[config.mk]
export PLATFORM = sky130hd
export DESIGN_NAME = chacha_out_skid
export DESIGN_NICKNAME = d
export VERILOG_FILES = /design/src/hdl/chacha_pkg.sv /design/src/hdl/chacha_out_skid.sv
export SDC_FILE = /design/constraint.sdc
export NUM_CORES = 2
export LEC_CHECK = 0
export ABC_CLOCK_PERIOD_IN_PS = 44600
export CAP_MARGIN = 20
export CORE_AREA = 2 2 604 606
export CTS_CLUSTER_SIZE = 40
export DETAILED_ROUTE_END_ITERATION = 10
export DIE_AREA = 0 0 606 608
export DONT_BUFFER_PORTS = 1
export GPL_TIMING_DRIVEN = 0
export HOLD_SLACK_MARGIN = 0.03
export PLACE_DENSITY = 0.36
export SYNTH_ARGS = -nofsm -noshare
export SYNTH_HDL_FRONTEND = slang
export SYNTH_SLANG_ARGS = --single-unit
[constraint.sdc]
create_clock -name clk_i -period 44.6 [get_ports clk_i]
set_input_delay 6.69 -clock clk_i [delete_from_list [all_inputs] [get_ports clk_i]]
set_output_delay 6.69 -clock clk_i [all_outputs]
set_load 0.01 [all_outputs]
[src/hdl/chacha_pkg.sv]
// Shared types and constants for the ChaCha20 block function pipeline.
package chacha_pkg;

  localparam int unsigned WORD_W       = 32;
  localparam int unsigned NUM_WORDS    = 16;
  localparam int unsigned STEPS_PER_DR = 8;  // four quarter-round steps on the columns, then four on the diagonals

  typedef logic [WORD_W-1:0] word_t;
  typedef word_t [NUM_WORDS-1:0] state_t;

  // Payload carried down the cell chain: working state plus the original input.
  typedef struct packed {
    state_t work;
    state_t init;
  } stage_t;

endpackage

[src/hdl/chacha_out_skid.sv]
// Feed-forward add of the input state, then output register plus skid slot.
module chacha_out_skid (
  input  logic               clk_i,
  input  logic               rst_ni,
  input  logic               valid_i,
  input  chacha_pkg::stage_t data_i,
  output logic               ready_o,
  output logic               valid_o,
  input  logic               ready_i,
  output chacha_pkg::state_t data_o
);
  import chacha_pkg::*;

  logic   out_valid_q, out_valid_d;
  logic   skid_valid_q, skid_valid_d;
  state_t out_data_q, out_data_d;
  state_t skid_data_q, skid_data_d;
  state_t fin;
  logic   take;

  always_comb begin
    for (int unsigned i = 0; i < NUM_WORDS; i++) begin
      fin[i] = data_i.work[i] + data_i.init[i];
    end
  end

  assign take = valid_i && !skid_valid_q;

  always_comb begin
    out_valid_d  = out_valid_q;
    skid_valid_d = skid_valid_q;
    out_data_d   = out_data_q;
    skid_data_d  = skid_data_q;
    if (!out_valid_q || ready_i) begin
      if (skid_valid_q) begin
        out_valid_d  = 1'b1;
        out_data_d   = skid_data_q;
        skid_valid_d = 1'b0;
      end else begin
        out_valid_d = take;
        if (take) begin
          out_data_d = fin;
        end
      end
    end else if (take) begin
      skid_valid_d = 1'b1;
      skid_data_d  = fin;
    end
  end

  always_ff @(posedge clk_i or negedge rst_ni) begin
    if (!rst_ni) begin
      out_valid_q  <= 1'b0;
      skid_valid_q <= 1'b0;
    end else begin
      out_valid_q  <= out_valid_d;
      skid_valid_q <= skid_valid_d;
    end
  end

  always_ff @(posedge clk_i) begin
    out_data_q  <= out_data_d;
    skid_data_q <= skid_data_d;
  end

  assign ready_o = !skid_valid_q;
  assign valid_o = out_valid_q;
  assign data_o  = out_data_q;

endmodule

==> metrics.md <==
| Metric | Value |
|---|---|
| Startpoint Class | flop |
| TritonCTS clock tree | done |
| Synthesized cell area | 62300 sq um |
| Post-Syn Nets | 7085 |
| Post-Synth Adder-Cell Area | 10.5% |
| Die area | 368000 sq um |
| Clock skew | 0.0738 ns |
| Main flop type after synthesis | edfxtp_1 |
| Total leakage power | 27.7 nW |
| Placed instance area | 69700 sq um |
| Vias in the first global route | 46.2k |
| PD cells | 43.3 nW/um^2 |
| Clk slew on worst S/H paths | 0.06 ns |
| Final hold slack | 0.482 ns |
| Die X | 606 microns |
| Finished Core Util | 20.6% |
| Gates resized, CTS repair | 0 |
| Commonest non-fill, non-tap cell in the layout | edfxtp_1 |
| Final Setup Violations | 0 |
| Syn avg cell area | 11.2 sq um |
| Reg-to-reg endpoint | skid_data_q[124] |
| # DRC | 0 |
| Nets | 7301 |
| Layout cells sized above 1 | 11.5% |
| Total clock sinks | 1026 |
| Crit-path max FO | 10 |
| Commonest non-fill, non-tap cells in the layout | edfxtp_1, nand2_1, ha_1 |
| DR pass1 iterations | 6 |
| HP Start | skid_data_q[115] |
| Period utilization | 24.1% |
| Iter 0 DRT Violations | 3389 |
| Kind of critical path | flop to primary output |
| Post-DP HPWL | 256000 microns |
| I/O Buffers | 0 |
| Setup_tns | 0 ns |
| Largest net degree at the start of global routing | 56 |
| Clock Latency Late Sink | 0.85 ns |
| Unrepaired setup endpoints after global routing | no |
| # fillers | 39.3k |
| Max-slew violations | 0 |
| Post-Syn Instances | 5545 |
| Reg2reg setup slack | 39.85 ns |
| Post-synthesis mux area share | 5.65% |
| Max Root-Sink Buffers | 4 |
| Global route total overflow | 0 |
| Final Power | 0.00322 W |
| Core footprint | 362000 sq um |
| Largest family of logic cells by synthesized area | compound AO/OA/AOI/OAI gates |
| F_max | 0.0931 GHz |
| Xor/xnor share of the synthesized area | 6.68% |
| First-pass GRT wire length | 410000 microns |
| Cells on Worst Hold Path | 2 |
| Detailed-route vias per instance | 4.37 |
| Initial antenna violation count | 70 |
| Synthesis Warnings | 0 |
| CTS root buf | clkbuf_16 |
| Wire per inst | 28.6 microns |
| Cts bufs inserted | 146 |
| Outcome | completed |
| CTS Hold Bufs | 0 |
| Seq/Total Area, Yosys | 49.4% |
| Netlist cell types | 93 |
| CP endpoint kind | primary output |
| RR Startpoint | skid_valid_q |
| Post-synthesis compound-gate area fraction | 15.3% |
| Final hold vios | 0 |
| Worst VDD drop | 0.0239 mV |
| Row Count | 221 |
| Reg2reg path depth | 16 |
| Total wire length | 306000 microns |
| H-tree Lvls | 4 |
| Antenna viol nets, final | 0 |
| Post-synthesis simple-gate area fraction | 10.8% |
| Vias | 46.8k |
| Worst relative slew slack | 24.7% |
| Setup Fix Bufs, Post-CTS | 0 |
| Worst slew pin tran | 1.11 ns |
| Hold Path Sink | data_o[115] |
| Hold/Removal Path Class | flop to flop |
| WP data required | 37.91 ns |
| EDFF count, synth | 1024 |
| IO Pins | 1542 |
| Post-layout min period | 10.74 ns |
| Initial Utilization | 17.2% |
| Final Instance Area | 74500 sq um |
| Worst EP arrival | 4.05 ns |
| Layout area overhead | 19.5% |
| Total track usage | 15.9% |
| FFs w/ async S/R, synth | 0.195% |
| Max Cap Viol | 0 |
| Yosys reg bits | 1026 |
| Placer Congestion | 0.923 |
| Die Ht | 608 microns |
==> area by class of cell <==
type                       instances  area (sq um)  share of cell area [%]
tap                             4794          6000                    8.06
sequential                      1026         30800                    41.4
clock buffer                     166          3770                    5.06
multi-input combinational       4249         30500                    41.0
inverter                         108           405                   0.544
clock inverter                    85           840                    1.13
antenna                           45           113                   0.151
timing repair buffer              68          1380                    1.85
buffer                           162           627                   0.842
==> through the flow <==
step           std cells  setup slack, ns
3_5_place_dp       10400            34.13
6_report           10700            33.86
5_1_grt            10700            33.61
3_3_place_gp       10300           -0.180
4_1_cts            10700            33.50
2_1_floorplan       5545            17.01
==> logic make-up (layout without fill, tap and decap cells) <==
| group | count (synthesis) | after routing |
|---|---|---|
| AND/OR/NAND/NOR | 1517 | 1517 |
| adder cells (fa/ha/maj) | 512 | 512 |
| other | 0 | 45 |
| flip-flops | 1026 | 1026 |
| AO/OA/AOI/OAI | 1432 | 1432 |
| buffers and inverters | 270 | 589 |
| multiplexers | 313 | 313 |
| XOR/XNOR | 475 | 475 |
==> layer usage <==
| layer | track usage, % | wire [microns] |
|---|---|---|
| met1 | 18.2 | 120000 |
| met2 | 28.7 | 158000 |
| met3 | 3.90 | 19600 |
| met4 | 5.27 | 9410 |
| met5 | 0 | 182 |
==> how the worst max path moves through the flow <==
stage / startpoint / endpoint / slack [ns]
2_1_floorplan: ready_i / skid_data_q[0] / 17.01
3_3_place_gp: ready_i / skid_data_q[126] / -0.18
3_5_place_dp: data_i[289] / data_o[317] / 34.13
4_1_cts: skid_valid_q / ready_o / 33.50
5_1_grt: skid_valid_q / ready_o / 33.61
6_report: skid_valid_q / ready_o / 33.86
==> Yosys cell counts (all sizes together), types with 7 or more instances <==
| master | n | area [sq um] |
|---|---|---|
| and4 | 18 | 158 |
| nand3 | 98 | 490 |
| a2111oi | 13 | 201 |
| xnor2 | 318 | 2790 |
| o41ai | 15 | 188 |
| nand2b | 36 | 225 |
| o21a | 45 | 339 |
| o31a | 9 | 78.8 |
| nand2 | 830 | 3120 |
| a31o | 11 | 96.3 |
| clkbuf | 145 | 544 |
| a21o | 270 | 2030 |
| a41oi | 19 | 189 |
| fa | 16 | 320 |
| a21oi | 446 | 2240 |
| and2 | 28 | 175 |
| a21boi | 13 | 97.6 |
| a221o | 10 | 100 |
| mux2 | 311 | 3500 |
| buf | 17 | 67.6 |
| o21bai | 70 | 526 |
| a31oi | 57 | 357 |
| o21ai | 230 | 1170 |
| o22ai | 10 | 62.6 |
| and3 | 46 | 288 |
| nor2 | 226 | 848 |
| xor2 | 157 | 1380 |
| a211o | 11 | 96.3 |
| inv | 108 | 405 |
| nor4 | 14 | 93.8 |
| o221ai | 9 | 78.8 |
| a311oi | 17 | 174 |
| edfxtp | 1024 | 30700 |
| or3 | 17 | 106 |
| a221oi | 16 | 176 |
| o211ai | 28 | 215 |
| a32oi | 7 | 61.3 |
| nor2b | 51 | 319 |
| ha | 496 | 6210 |
| nor3 | 60 | 305 |
| nand4 | 63 | 394 |
| or2 | 14 | 87.6 |
| a211oi | 47 | 363 |
| o31ai | 33 | 258 |
==> where the power goes <==
group          internal [W]  switching (W)  total, W
clock network      0.000678       0.000492   0.00117
registers           0.00123       0.000119   0.00135
logic              0.000265       0.000442  0.000707
==> flip-flops by register name (all words and copies together) (netlist names) <==
name,cells
valid_o,1
skid_data_q,512
skid_valid_q,1
data_o,512
==> critical path, cell delays in order, from the launching register on <==
cell and delay (ns):
dfrtp_1 0.35, clkbuf_1 0.31, inv_2 0.68, clkbuf_2 0.72, clkbuf_1 0.34, clkbuf_1 0.67
Power figures use the tool's default switching activity.
